File: src/hdl/rpwc_pkg.sv
// ----------------------------------------------------------------------------
// rpwc_pkg
// Shared types and constants for the RC pulse width capture block.
// ----------------------------------------------------------------------------
`default_nettype none

package rpwc_pkg;

   // channel count default and fixed field widths
   localparam int CHANNELS_DEF = 6;
   localparam int FALL_W       = 6;
   localparam int PW_W         = 21;
   localparam int CH_W         = 3;
   localparam int SINCE_W      = 20;
   localparam int LEVEL_W      = 16;
   localparam int SCALE_W      = 17;

   // configuration port
   localparam int CSR_IDX_W  = 3;
   localparam int CSR_DATA_W = 20;

   localparam logic [CSR_IDX_W-1:0] REG_RANGE_MIN    = 3'd0;
   localparam logic [CSR_IDX_W-1:0] REG_RANGE_MAX    = 3'd1;
   localparam logic [CSR_IDX_W-1:0] REG_LINK_TIMEOUT = 3'd2;
   localparam logic [CSR_IDX_W-1:0] REG_HIGH_LEVEL   = 3'd3;
   localparam logic [CSR_IDX_W-1:0] REG_LOW_LEVEL    = 3'd4;
   localparam logic [CSR_IDX_W-1:0] REG_MIDDLE_LOWER = 3'd5;
   localparam logic [CSR_IDX_W-1:0] REG_MIDDLE_UPPER = 3'd6;

   localparam logic [LEVEL_W-1:0] RANGE_MIN_RST    = 16'd900;
   localparam logic [LEVEL_W-1:0] RANGE_MAX_RST    = 16'd2100;
   localparam logic [SINCE_W-1:0] LINK_TIMEOUT_RST = 20'd1000000;
   localparam logic [LEVEL_W-1:0] HIGH_LEVEL_RST   = 16'd1900;
   localparam logic [LEVEL_W-1:0] LOW_LEVEL_RST    = 16'd1100;
   localparam logic [LEVEL_W-1:0] MIDDLE_LOWER_RST = 16'd1400;
   localparam logic [LEVEL_W-1:0] MIDDLE_UPPER_RST = 16'd1600;

   localparam logic [SINCE_W-1:0]       SINCE_MAX   = {SINCE_W{1'b1}};
   localparam logic signed [PW_W-1:0]   WIDTH_UNSET = -21'sd1;

   // scaling: centred (w-1500)*4096/125, offset (w-1000)*2048/125
   localparam int DIFF_W = PW_W + 1;
   localparam logic signed [DIFF_W-1:0] CENTER_MID     = 22'sd1500;
   localparam logic signed [DIFF_W-1:0] CENTER_SAT     = 22'sd2000;
   localparam logic signed [DIFF_W-1:0] CENTER_SAT_NEG = -22'sd2000;
   localparam logic signed [DIFF_W-1:0] OFFSET_MID     = 22'sd1000;
   localparam logic signed [DIFF_W-1:0] OFFSET_SAT     = 22'sd4000;
   localparam logic signed [DIFF_W-1:0] OFFSET_SAT_NEG = -22'sd4000;

   // ceil(2^30/125): exact floor division for dividends below 2^23
   localparam int RECIP_W = 24;
   localparam logic [RECIP_W-1:0] RECIP_125 = 24'd8589935;
   localparam int CMAG_W  = 11;
   localparam int OMAG_W  = 12;
   localparam int C_SHIFT = 18;
   localparam int O_SHIFT = 19;

   localparam logic signed [SCALE_W-1:0] SAT_MAX = 17'sd65535;
   localparam logic signed [SCALE_W-1:0] SAT_MIN = -17'sd65536;

   typedef struct packed {
      logic [LEVEL_W-1:0] range_min;
      logic [LEVEL_W-1:0] range_max;
      logic [SINCE_W-1:0] link_timeout;
      logic [LEVEL_W-1:0] high_level;
      logic [LEVEL_W-1:0] low_level;
      logic [LEVEL_W-1:0] middle_lower;
      logic [LEVEL_W-1:0] middle_upper;
   } cfg_type;

   typedef struct packed {
      logic signed [PW_W-1:0] width;
      logic                   link_ok;
   } merge_type;

   typedef struct packed {
      logic signed [PW_W-1:0] width;
      logic                   link_ok;
      logic                   c_sat_hi;
      logic                   c_sat_lo;
      logic                   c_neg;
      logic [CMAG_W-1:0]      c_mag;
      logic                   o_sat_hi;
      logic                   o_sat_lo;
      logic                   o_neg;
      logic [OMAG_W-1:0]      o_mag;
      logic                   is_high;
      logic                   is_low;
      logic                   is_middle;
   } prep_type;

endpackage

`default_nettype wire

File: src/hdl/rpwc_if.sv
// ----------------------------------------------------------------------------
// rpwc_if
// Request and response channels of the RC pulse width capture block.
// ----------------------------------------------------------------------------
`default_nettype none

interface rpwc_req_if;
   import rpwc_pkg::*;

   logic                   valid;
   logic                   ready;
   logic                   rise_edge;
   logic [FALL_W-1:0]      fall_edges;
   logic                   manual_write;
   logic signed [PW_W-1:0] manual_width;
   logic [CH_W-1:0]        channel;

   modport source (output valid, rise_edge, fall_edges, manual_write, manual_width, channel,
                   input ready);
   modport sink (input valid, rise_edge, fall_edges, manual_write, manual_width, channel,
                 output ready);
endinterface

interface rpwc_rsp_if;
   import rpwc_pkg::*;

   logic                      valid;
   logic                      ready;
   logic signed [PW_W-1:0]    pulse_width;
   logic signed [SCALE_W-1:0] centered_value;
   logic signed [SCALE_W-1:0] offset_value;
   logic                      is_high;
   logic                      is_low;
   logic                      is_middle;
   logic                      link_ok;

   modport source (output valid, pulse_width, centered_value, offset_value, is_high, is_low,
                   is_middle, link_ok, input ready);
   modport sink (input valid, pulse_width, centered_value, offset_value, is_high, is_low,
                 is_middle, link_ok, output ready);
endinterface

`default_nettype wire

File: src/hdl/rpwc_lane.sv
// ----------------------------------------------------------------------------
// rpwc_lane
// One channel: width register with fall capture, manual override and a
// range check on the stored width.
// ----------------------------------------------------------------------------
`default_nettype none

module rpwc_lane (
   input  logic                             clock,
   input  logic                             reset,
   input  logic                             load,
   input  logic                             fall,
   input  logic                             manual_sel,
   input  logic signed [rpwc_pkg::PW_W-1:0] manual_width,
   input  logic [rpwc_pkg::SINCE_W-1:0]     since,
   input  logic [rpwc_pkg::LEVEL_W-1:0]     range_min,
   input  logic [rpwc_pkg::LEVEL_W-1:0]     range_max,
   output logic signed [rpwc_pkg::PW_W-1:0] width,
   output logic                             in_range
);
   import rpwc_pkg::*;

   logic signed [PW_W-1:0] width_ff;
   logic signed [PW_W-1:0] width_in;

   // manual write wins over a fall in the same word
   always_comb begin
      width_in = width_ff;
      if (load) begin
         priority if (manual_sel) begin
            width_in = manual_width;
         end else if (fall) begin
            width_in = $signed(PW_W'(since));
         end else begin
            width_in = width_ff;
         end
      end
   end

   always_ff @(posedge clock) begin
      if (reset) begin
         width_ff <= WIDTH_UNSET;
      end else begin
         width_ff <= width_in;
      end
   end

   assign width    = width_ff;
   assign in_range = (width_ff >= $signed({5'b0, range_min}))
                  && (width_ff <= $signed({5'b0, range_max}));

endmodule

`default_nettype wire

File: src/hdl/rpwc_merge.sv
// ----------------------------------------------------------------------------
// rpwc_merge
// Combines the lanes: picks the selected channel width and folds the range
// checks and the timeout into the link status.
// ----------------------------------------------------------------------------
`default_nettype none

module rpwc_merge #(
   parameter int CHANNELS = rpwc_pkg::CHANNELS_DEF
) (
   input  logic                             clock,
   input  logic                             reset,
   input  logic                             in_valid,
   output logic                             in_ready,
   input  logic [rpwc_pkg::CH_W-1:0]        channel,
   input  logic signed [rpwc_pkg::PW_W-1:0] widths [CHANNELS],
   input  logic [CHANNELS-1:0]              in_range,
   input  logic [rpwc_pkg::SINCE_W-1:0]     since,
   input  rpwc_pkg::cfg_type                cfg,
   output logic                             out_valid,
   input  logic                             out_ready,
   output rpwc_pkg::merge_type              out_data
);
   import rpwc_pkg::*;

   logic      valid_ff;
   logic      valid_in;
   merge_type data_ff;
   merge_type data_in;
   logic      take;

   assign in_ready = !valid_ff || out_ready;
   assign take     = in_valid && in_ready;

   // a channel with no lane reads as never captured
   always_comb begin
      data_in.width = WIDTH_UNSET;
      for (int i = 0; i < CHANNELS; i++) begin
         if (32'(channel) == 32'(i)) begin
            data_in.width = widths[i];
         end
      end
      data_in.link_ok = (since < cfg.link_timeout) && (&in_range);
   end

   assign valid_in = take || (valid_ff && !out_ready);

   always_ff @(posedge clock) begin
      if (reset) begin
         valid_ff <= 1'b0;
      end else begin
         valid_ff <= valid_in;
      end
   end

   always_ff @(posedge clock) begin
      if (take) begin
         data_ff <= data_in;
      end
   end

   assign out_valid = valid_ff;
   assign out_data  = data_ff;

endmodule

`default_nettype wire

File: src/hdl/rpwc_scale.sv
// ----------------------------------------------------------------------------
// rpwc_scale
// Threshold flags and the two saturated Q14 scalings, two stages ending in
// the response register.
// ----------------------------------------------------------------------------
`default_nettype none

module rpwc_scale (
   input  logic                clock,
   input  logic                reset,
   input  logic                in_valid,
   output logic                in_ready,
   input  rpwc_pkg::merge_type in_data,
   input  rpwc_pkg::cfg_type   cfg,
   rpwc_rsp_if.source          rsp
);
   import rpwc_pkg::*;

   logic     prep_valid_ff;
   logic     prep_valid_in;
   prep_type prep_ff;
   prep_type prep_in;
   logic     prep_ready;
   logic     prep_take;

   logic                      out_valid_ff;
   logic                      out_valid_in;
   logic                      out_ready;
   logic signed [PW_W-1:0]    pulse_width_ff;
   logic signed [SCALE_W-1:0] centered_ff;
   logic signed [SCALE_W-1:0] centered_in;
   logic signed [SCALE_W-1:0] offset_ff;
   logic signed [SCALE_W-1:0] offset_in;
   logic                      is_high_ff;
   logic                      is_low_ff;
   logic                      is_middle_ff;
   logic                      link_ok_ff;

   logic signed [DIFF_W-1:0]     diff_c;
   logic signed [DIFF_W-1:0]     diff_o;
   logic [DIFF_W-1:0]            abs_c;
   logic [DIFF_W-1:0]            abs_o;
   logic [CMAG_W+RECIP_W-1:0]    prod_c;
   logic [OMAG_W+RECIP_W-1:0]    prod_o;
   logic [SCALE_W-1:0]           quot_c;
   logic [SCALE_W-1:0]           quot_o;

   assign out_ready  = !out_valid_ff || rsp.ready;
   assign prep_ready = !prep_valid_ff || out_ready;
   assign in_ready   = prep_ready;
   assign prep_take  = in_valid && prep_ready;

   // differences, saturation tests and magnitudes
   always_comb begin
      diff_c = DIFF_W'(in_data.width) - CENTER_MID;
      diff_o = DIFF_W'(in_data.width) - OFFSET_MID;
      abs_c  = diff_c[DIFF_W-1] ? DIFF_W'(-diff_c) : DIFF_W'(diff_c);
      abs_o  = diff_o[DIFF_W-1] ? DIFF_W'(-diff_o) : DIFF_W'(diff_o);

      prep_in.width     = in_data.width;
      prep_in.link_ok   = in_data.link_ok;
      prep_in.c_sat_hi  = diff_c >= CENTER_SAT;
      prep_in.c_sat_lo  = diff_c <= CENTER_SAT_NEG;
      prep_in.c_neg     = diff_c[DIFF_W-1];
      prep_in.c_mag     = abs_c[CMAG_W-1:0];
      prep_in.o_sat_hi  = diff_o >= OFFSET_SAT;
      prep_in.o_sat_lo  = diff_o <= OFFSET_SAT_NEG;
      prep_in.o_neg     = diff_o[DIFF_W-1];
      prep_in.o_mag     = abs_o[OMAG_W-1:0];
      prep_in.is_high   = in_data.width > $signed({5'b0, cfg.high_level});
      prep_in.is_low    = in_data.width < $signed({5'b0, cfg.low_level});
      prep_in.is_middle = (in_data.width > $signed({5'b0, cfg.middle_lower}))
                       && (in_data.width < $signed({5'b0, cfg.middle_upper}));
   end

   assign prep_valid_in = prep_take || (prep_valid_ff && !out_ready);

   always_ff @(posedge clock) begin
      if (reset) begin
         prep_valid_ff <= 1'b0;
      end else begin
         prep_valid_ff <= prep_valid_in;
      end
   end

   always_ff @(posedge clock) begin
      if (prep_take) begin
         prep_ff <= prep_in;
      end
   end

   // division by 125 as a reciprocal multiply, truncation toward zero via magnitude
   always_comb begin
      prod_c = (CMAG_W+RECIP_W)'(prep_ff.c_mag) * (CMAG_W+RECIP_W)'(RECIP_125);
      prod_o = (OMAG_W+RECIP_W)'(prep_ff.o_mag) * (OMAG_W+RECIP_W)'(RECIP_125);
      quot_c = prod_c[CMAG_W+RECIP_W-1:C_SHIFT];
      quot_o = prod_o[OMAG_W+RECIP_W-1:O_SHIFT];

      priority if (prep_ff.c_sat_hi) begin
         centered_in = SAT_MAX;
      end else if (prep_ff.c_sat_lo) begin
         centered_in = SAT_MIN;
      end else if (prep_ff.c_neg) begin
         centered_in = SCALE_W'(-$signed(quot_c));
      end else begin
         centered_in = $signed(quot_c);
      end

      priority if (prep_ff.o_sat_hi) begin
         offset_in = SAT_MAX;
      end else if (prep_ff.o_sat_lo) begin
         offset_in = SAT_MIN;
      end else if (prep_ff.o_neg) begin
         offset_in = SCALE_W'(-$signed(quot_o));
      end else begin
         offset_in = $signed(quot_o);
      end
   end

   assign out_valid_in = (prep_valid_ff && out_ready) || (out_valid_ff && !rsp.ready);

   always_ff @(posedge clock) begin
      if (reset) begin
         out_valid_ff <= 1'b0;
      end else begin
         out_valid_ff <= out_valid_in;
      end
   end

   always_ff @(posedge clock) begin
      if (prep_valid_ff && out_ready) begin
         pulse_width_ff <= prep_ff.width;
         centered_ff    <= centered_in;
         offset_ff      <= offset_in;
         is_high_ff     <= prep_ff.is_high;
         is_low_ff      <= prep_ff.is_low;
         is_middle_ff   <= prep_ff.is_middle;
         link_ok_ff     <= prep_ff.link_ok;
      end
   end

   assign rsp.valid          = out_valid_ff;
   assign rsp.pulse_width    = pulse_width_ff;
   assign rsp.centered_value = centered_ff;
   assign rsp.offset_value   = offset_ff;
   assign rsp.is_high        = is_high_ff;
   assign rsp.is_low         = is_low_ff;
   assign rsp.is_middle      = is_middle_ff;
   assign rsp.link_ok        = link_ok_ff;

endmodule

`default_nettype wire

File: src/hdl/rc_pulse_width_capture.sv
// ----------------------------------------------------------------------------
// rc_pulse_width_capture
// Takes one word per microsecond tick, every cycle while not stalled, with no
// gaps needed. A word updates the saturating since-rise counter and all
// channel lanes in the cycle it is accepted, so the next word may follow in
// the very next cycle. Its response passes four registers: lane update,
// channel select and link merge, flag and scaling set-up, then the reciprocal
// multiply into the response register. A stalled response backs up through
// the four stages before the request side stops taking words.
// ----------------------------------------------------------------------------
`default_nettype none

module rc_pulse_width_capture #(
   parameter int CHANNELS = rpwc_pkg::CHANNELS_DEF
) (
   input  logic                                clock,
   input  logic                                reset,
   rpwc_req_if.sink                            req,
   rpwc_rsp_if.source                          rsp,
   input  logic                                csr_write_en,
   input  logic [rpwc_pkg::CSR_IDX_W-1:0]      csr_index,
   input  logic [rpwc_pkg::CSR_DATA_W-1:0]     csr_write_data
);
   import rpwc_pkg::*;

   cfg_type cfg_ff;
   cfg_type cfg_in;

   logic [SINCE_W-1:0] since_ff;
   logic [SINCE_W-1:0] since_in;
   logic [SINCE_W-1:0] since_next;

   logic            s1_valid_ff;
   logic            s1_valid_in;
   logic [CH_W-1:0] s1_channel_ff;
   logic            merge_ready;
   logic            accept;

   logic signed [PW_W-1:0] lane_width [CHANNELS];
   logic [CHANNELS-1:0]    lane_in_range;

   logic      merge_valid;
   logic      scale_ready;
   merge_type merge_data;

   assign req.ready = !s1_valid_ff || merge_ready;
   assign accept    = req.valid && req.ready;

   // configuration registers
   always_comb begin
      cfg_in = cfg_ff;
      if (csr_write_en) begin
         unique case (csr_index)
            REG_RANGE_MIN:    cfg_in.range_min    = csr_write_data[LEVEL_W-1:0];
            REG_RANGE_MAX:    cfg_in.range_max    = csr_write_data[LEVEL_W-1:0];
            REG_LINK_TIMEOUT: cfg_in.link_timeout = csr_write_data[SINCE_W-1:0];
            REG_HIGH_LEVEL:   cfg_in.high_level   = csr_write_data[LEVEL_W-1:0];
            REG_LOW_LEVEL:    cfg_in.low_level    = csr_write_data[LEVEL_W-1:0];
            REG_MIDDLE_LOWER: cfg_in.middle_lower = csr_write_data[LEVEL_W-1:0];
            REG_MIDDLE_UPPER: cfg_in.middle_upper = csr_write_data[LEVEL_W-1:0];
            default:          cfg_in = cfg_ff;
         endcase
      end
   end

   always_ff @(posedge clock) begin
      if (reset) begin
         cfg_ff.range_min    <= RANGE_MIN_RST;
         cfg_ff.range_max    <= RANGE_MAX_RST;
         cfg_ff.link_timeout <= LINK_TIMEOUT_RST;
         cfg_ff.high_level   <= HIGH_LEVEL_RST;
         cfg_ff.low_level    <= LOW_LEVEL_RST;
         cfg_ff.middle_lower <= MIDDLE_LOWER_RST;
         cfg_ff.middle_upper <= MIDDLE_UPPER_RST;
      end else begin
         cfg_ff <= cfg_in;
      end
   end

   // microsecond counter, restarts on rise and sticks at all ones
   always_comb begin
      priority if (req.rise_edge) begin
         since_next = '0;
      end else if (since_ff != SINCE_MAX) begin
         since_next = since_ff + 1'b1;
      end else begin
         since_next = since_ff;
      end
      since_in = accept ? since_next : since_ff;
   end

   always_ff @(posedge clock) begin
      if (reset) begin
         since_ff <= SINCE_MAX;
      end else begin
         since_ff <= since_in;
      end
   end

   for (genvar i = 0; i < CHANNELS; i++) begin : g_lane
      logic fall;
      logic manual_sel;

      if (i < FALL_W) begin : g_fall
         assign fall = req.fall_edges[i];
      end else begin : g_no_fall
         assign fall = 1'b0;
      end

      assign manual_sel = req.manual_write && (32'(req.channel) == 32'(i));

      rpwc_lane u_lane (
         .clock        (clock),
         .reset        (reset),
         .load         (accept),
         .fall         (fall),
         .manual_sel   (manual_sel),
         .manual_width (req.manual_width),
         .since        (since_next),
         .range_min    (cfg_ff.range_min),
         .range_max    (cfg_ff.range_max),
         .width        (lane_width[i]),
         .in_range     (lane_in_range[i])
      );
   end

   // lane registers hold the post-update state while the word sits here
   assign s1_valid_in = accept || (s1_valid_ff && !merge_ready);

   always_ff @(posedge clock) begin
      if (reset) begin
         s1_valid_ff <= 1'b0;
      end else begin
         s1_valid_ff <= s1_valid_in;
      end
   end

   always_ff @(posedge clock) begin
      if (accept) begin
         s1_channel_ff <= req.channel;
      end
   end

   rpwc_merge #(
      .CHANNELS (CHANNELS)
   ) u_merge (
      .clock     (clock),
      .reset     (reset),
      .in_valid  (s1_valid_ff),
      .in_ready  (merge_ready),
      .channel   (s1_channel_ff),
      .widths    (lane_width),
      .in_range  (lane_in_range),
      .since     (since_ff),
      .cfg       (cfg_ff),
      .out_valid (merge_valid),
      .out_ready (scale_ready),
      .out_data  (merge_data)
   );

   rpwc_scale u_scale (
      .clock    (clock),
      .reset    (reset),
      .in_valid (merge_valid),
      .in_ready (scale_ready),
      .in_data  (merge_data),
      .cfg      (cfg_ff),
      .rsp      (rsp)
   );

`ifndef SYNTHESIS
   a_rise_clears: assert property (@(posedge clock) disable iff (reset)
      accept && req.rise_edge |=> since_ff == '0)
      else $error("since-rise counter not cleared by rise");

   a_manual_lane0: assert property (@(posedge clock) disable iff (reset)
      accept && req.manual_write && (req.channel == '0)
      |=> lane_width[0] == $past(req.manual_width))
      else $error("manual write not stored in lane 0");

   a_centered_sign: assert property (@(posedge clock) disable iff (reset)
      rsp.valid |-> (rsp.centered_value[SCALE_W-1] == (rsp.pulse_width < 21'sd1500)))
      else $error("centred value sign disagrees with width");

   a_offset_sign: assert property (@(posedge clock) disable iff (reset)
      rsp.valid |-> (rsp.offset_value[SCALE_W-1] == (rsp.pulse_width < 21'sd1000)))
      else $error("offset value sign disagrees with width");
`endif

endmodule

`default_nettype wire
File: src/flat_wrapper.sv
// flat-port wrapper written by rule: the top's interface ports become plain ports
module rc_pulse_width_capture_flat import rpwc_pkg::*;
#(
   parameter int CHANNELS = rpwc_pkg::CHANNELS_DEF
)
  (clock, reset, csr_write_en, csr_index, csr_write_data, req_valid, req_rise_edge, req_fall_edges, req_manual_write, req_manual_width, req_channel, req_ready, rsp_valid, rsp_pulse_width, rsp_centered_value, rsp_offset_value, rsp_is_high, rsp_is_low, rsp_is_middle, rsp_link_ok, rsp_ready);
  rpwc_req_if req_i ();
  rpwc_rsp_if rsp_i ();
  input  logic clock;
  input  logic reset;
  input  logic csr_write_en;
  input  logic [rpwc_pkg::CSR_IDX_W-1:0] csr_index;
  input  logic [rpwc_pkg::CSR_DATA_W-1:0] csr_write_data;
  input wire logic [$bits(req_i.valid)-1:0] req_valid;
  input wire logic [$bits(req_i.rise_edge)-1:0] req_rise_edge;
  input wire logic [$bits(req_i.fall_edges)-1:0] req_fall_edges;
  input wire logic [$bits(req_i.manual_write)-1:0] req_manual_write;
  input wire logic [$bits(req_i.manual_width)-1:0] req_manual_width;
  input wire logic [$bits(req_i.channel)-1:0] req_channel;
  output wire logic [$bits(req_i.ready)-1:0] req_ready;
  output wire logic [$bits(rsp_i.valid)-1:0] rsp_valid;
  output wire logic [$bits(rsp_i.pulse_width)-1:0] rsp_pulse_width;
  output wire logic [$bits(rsp_i.centered_value)-1:0] rsp_centered_value;
  output wire logic [$bits(rsp_i.offset_value)-1:0] rsp_offset_value;
  output wire logic [$bits(rsp_i.is_high)-1:0] rsp_is_high;
  output wire logic [$bits(rsp_i.is_low)-1:0] rsp_is_low;
  output wire logic [$bits(rsp_i.is_middle)-1:0] rsp_is_middle;
  output wire logic [$bits(rsp_i.link_ok)-1:0] rsp_link_ok;
  input wire logic [$bits(rsp_i.ready)-1:0] rsp_ready;
  assign req_i.valid = req_valid;
  assign req_i.rise_edge = req_rise_edge;
  assign req_i.fall_edges = req_fall_edges;
  assign req_i.manual_write = req_manual_write;
  assign req_i.manual_width = req_manual_width;
  assign req_i.channel = req_channel;
  assign req_ready = req_i.ready;
  assign rsp_valid = rsp_i.valid;
  assign rsp_pulse_width = rsp_i.pulse_width;
  assign rsp_centered_value = rsp_i.centered_value;
  assign rsp_offset_value = rsp_i.offset_value;
  assign rsp_is_high = rsp_i.is_high;
  assign rsp_is_low = rsp_i.is_low;
  assign rsp_is_middle = rsp_i.is_middle;
  assign rsp_link_ok = rsp_i.link_ok;
  assign rsp_i.ready = rsp_ready;
  rc_pulse_width_capture #(.CHANNELS(CHANNELS)) u_core (.clock(clock), .reset(reset), .req(req_i), .rsp(rsp_i), .csr_write_en(csr_write_en), .csr_index(csr_index), .csr_write_data(csr_write_data));
endmodule
File: config.mk
export PLATFORM = sky130hd
export DESIGN_NAME = rc_pulse_width_capture_flat
export DESIGN_NICKNAME = d
export VERILOG_FILES = /design/src/hdl/rpwc_pkg.sv /design/src/hdl/rpwc_if.sv /design/src/hdl/rpwc_lane.sv /design/src/hdl/rpwc_merge.sv /design/src/hdl/rpwc_scale.sv /design/src/hdl/rc_pulse_width_capture.sv /design/src/flat_wrapper.sv
export SDC_FILE = /design/constraint.sdc
export NUM_CORES = 2
export LEC_CHECK = 0
export BUFFER_PORTS_ARGS = -buffer_cell sky130_fd_sc_hd__buf_2
export CAP_MARGIN = 20
export CORE_ASPECT_RATIO = 1.1
export CORE_MARGIN = 4
export CORE_UTILIZATION = 65
export DETAILED_ROUTE_END_ITERATION = 12
export PLACE_DENSITY = 0.83
export REMOVE_ABC_BUFFERS = 1
export SYNTH_ARGS = -nofsm -noshare
export SYNTH_HDL_FRONTEND = slang
export SYNTH_SLANG_ARGS = --single-unit
File: constraint.sdc
create_clock -name clock -period 13.6 [get_ports clock]
set_clock_uncertainty 0.05 [all_clocks]
set_input_delay 2.72 -clock clock [delete_from_list [all_inputs] [get_ports clock]]
set_output_delay 2.72 -clock clock [all_outputs]
set_load 0.05 [all_outputs]
==> run_results.csv <==
group,metric,value,unit
clock_tree,cts_tree,"yes",
pwr,leakage,15.4,nW
synth,ys.flop_type,"dfxtp_1",
setup_path,cp_top_family,"adder cells",
drt,vias_per_cell,6.34,
sta,hold_slack,0.368,ns
min_path,whs_path_depth,0,
pwr,p_per_area,120,nW/um2
floorplan,die_w,222,um
clock_tree,clock-sinks,402,
clock_tree,clockBufferDepth,3,
run,cap_viol_max_count,0,
sta,final.min_clock_period,7.35,ns
synth,ys_top_cells_by_area,"ha_1, dfxtp_1, edfxtp_1",
drt,drtIter0Drc,2250,
finish,layout_commonest_cell,"ha_1",
floorplan,ios,121,
synth,synthCells,3629,
clock_tree,cts_resized,0,
pwr,p_total,4.25,mW
setup_path,critPathBufInv,4,
synth,syn_area,32600,um2
clock_tree,insertion_delay,0.59,ns
synth,ys_ff_latch,402,
finish,layout_common_cells,"ha_1, inv_1, nand2_1",
grt,grt_usage,33.8,%
setup_path,reg2reg_depth,21,
floorplan,core,49300,um2
grt,grt_pass1_wl,147,mm
setup_path,criticalPathCategory,"register to register",
grt,top_usage_layer,"met2",
setup_path,crit_chain,"fa_1 -> inv_1 -> fa_1 -> inv_1 -> fa_1 -> fa_1 -> inv_1 -> fa_1 -> inv_1 -> ha_1 -> a21oi_1 -> o211ai_1 -> and4_1 -> nor4_2 -> nor2_1 -> xnor2_1 -> nand4b_1 -> or4b_4 -> or4_1 -> a31oi_1 -> nor2_1",
sta,slew_headroom,21.6,%
setup_path,crit_start,"u_core.u_scale.prep_ff[13]$_DFFE_PP_",
run_status,status,"complete, no violations",
synth,syn_area_per_cell,8.99,um2
finish,nNetsFinal,4346,
setup_path,cp.required,13.86,ns
setup_path,start_kind,"register",
setup_path,crit_top_cell,"fa_1",
grt,grt_pass1_vias,27069,
floorplan,rows,85,
clock_tree,htreeDepth,2,
grt,met1_usage,41.4,%
synth,synth_enable_flop_cells,136,
clock_tree,post_cts_buffers,0,
sta,setup_viol,0,
setup_path,cp.arrival,7.61,ns
drt,vias,27656,
finish,fillerInstances,3822,
floorplan,initial_core_util,66.1,%
setup_path,crit_path_max_incr_delay,0.67,ns
finish,areaGrowthSynthToFinish,8.18,%
clock_tree,postCtsHoldBufs,0,
grt,met2_usage,56.7,%
sta,tns,0,ns
grt,grt_antenna_before_repair,1,
pwr,ir_drop,148,uV
clock_tree,clkTransAtPathRegs,0.06,ns
sta,max_freq,0.136,GHz
place,gp_congestion,1.02,
synth,synthArstFlopShare,0,%
drt,wl_per_cell,21.4,um
grt,met3_usage,3.94,%
sta,max_slew.worst_pin.slew,1.18,ns
setup_path,r2r_setup_slack,6.25,ns
setup_path,path_max_fanout,15,
grt,grt_overflow,0,
drt,drc,0,
drt,drt_wl_total,93.2,mm
grt,grt_max_degree,99,
floorplan,dieArea,53900,um2
clock_tree,cts_buffers,44,
synth,synth_top_area_cell,"ha_1",
finish,drive_above_1_share,7.34,%
finish,final_cells,4360,
sta,grt_setup_unrepaired,"false",
synth,synth_top_area_share,19.1,%
synth,synth_seq_area_share,28.8,%
place,dpl.hpwl,69.9,mm
min_path,hold_start,"u_core.u_scale.prep_ff[44]$_DFFE_PP_",
setup_path,crit_slowest_cell,"fa_1",
setup_path,crit_path_end_kind,"register",
clock_tree,root_buffer,"clkbuf_16",
setup_path,rr_startpoint,"u_core.u_scale.prep_ff[13]$_DFFE_PP_",
min_path,hold_path.class,"register to register",
sta,final_hold_viol_count,0,
sta,finalMaxSlewViolations,0,
drt,first_pass_iters,8,
finish,seqCellArea,9410,um2
setup_path,cp_num_cells,21,
sta,post-route-period-util,54.0,%
place,port_buffers,120,
synth,synth_cell_type_count,78,
place,placedCellCount,4274,
drt,ant_nets,0,
floorplan,die_y,243,um
finish,multi_input_area,21200,um2
synth,yosysWarnings,0,
-- path summary, 6_finish.rpt --
kind,end
max reg2reg,u_core.u_scale.rsp.offset_value[16]$_SDFFCE_PP0P_
min reg2reg,u_core.u_scale.rsp.pulse_width[11]$_DFFE_PP_
max,u_core.u_scale.rsp.offset_value[16]$_SDFFCE_PP0P_
min,u_core.u_scale.rsp.pulse_width[11]$_DFFE_PP_
-- cell type report --
cell class,count,share of cell area [%]
antenna,1,0.00709
sequential,402,26.6
clock inverter,15,0.422
clock buffer,67,3.75
multi-input combinational,2663,60.1
tap,652,2.31
timing repair buffer,150,2.45
inverter,410,4.36
-- state kept, by name, summed over array words and instances, names as in the netlist, 3 cells and up --
signal and cells:
u_core.since_ff 20, u_core.s1_channel_ff 3, u_core.u_scale.rsp.centered_value 17, u_core.cfg_ff 116, u_core.g_lane.u_lane.width 126, u_core.u_scale.rsp.offset_value 17, u_core.u_merge.out_data 22, u_core.u_scale.rsp.pulse_width 21
u_core.u_scale.prep_ff 52
-- cells in the mapped netlist, types with 7 or more instances --
master,number
a211o_1,162
a211oi_1,134
a21o_1,92
a21oi_1,216
a221oi_1,13
a31oi_1,29
and2_1,8
and3_1,22
and4_1,9
buf_1,8
clkbuf_1,145
dfxtp_1,266
edfxtp_1,136
fa_1,118
ha_1,497
inv_1,407
mux2_2,10
mux2i_1,26
mux4_2,13
nand2_1,328
nand2b_1,24
nand3_1,73
nand3b_1,19
nand4_1,52
nand4b_1,7
nor2_1,281
nor2b_1,35
nor3_1,59
nor4_1,16
o211ai_1,24
o21a_1,54
o21ai_0,85
o21ai_1,9
o21bai_1,25
o22ai_1,13
o31ai_1,9
or3_1,10
xnor2_1,68
xor2_1,41
-- power breakdown --
part           switching [mW]  total, mW  internal, mW
Clock                   0.516       1.23         0.713
Combinational           0.984       1.63         0.641
Sequential             0.0871       1.40          1.31
-- cell families after synthesis --
group                      Yosys count  synth area share, %
and+or+nand+nor                    966                 13.7
AOI/OAI and AO/OA                  924                 19.7
adders and majority gates          615                 26.3
buffers and inverters              564                 6.51
DFF                                402                 28.8
xor gates and xnor gates           109                 2.93
muxes                               49                 2.04
-- metal layers --
| layer | vias up | share of wire (%) |
|---|---|---|
| li1 | 13050 | - |
| met1 | 13125 | 38 |
| met2 | 1150 | 47 |
| met3 | 331 | 6.7 |
| met4 | 0 | 7.5 |
| met5 | - | 0 |
-- through the flow --
step	cell area, um2	util (%)	worst slack (ns)
after detailed placement	33800	68.5	6.05
after floorplan	32100	-	6.41
final	35300	71.5	6.25
after CTS	35300	71.4	6.01
after global routing	35300	71.5	5.91
after global placement	33800	68.4	6.16
Note: power is estimated with default switching activity, not from simulation.
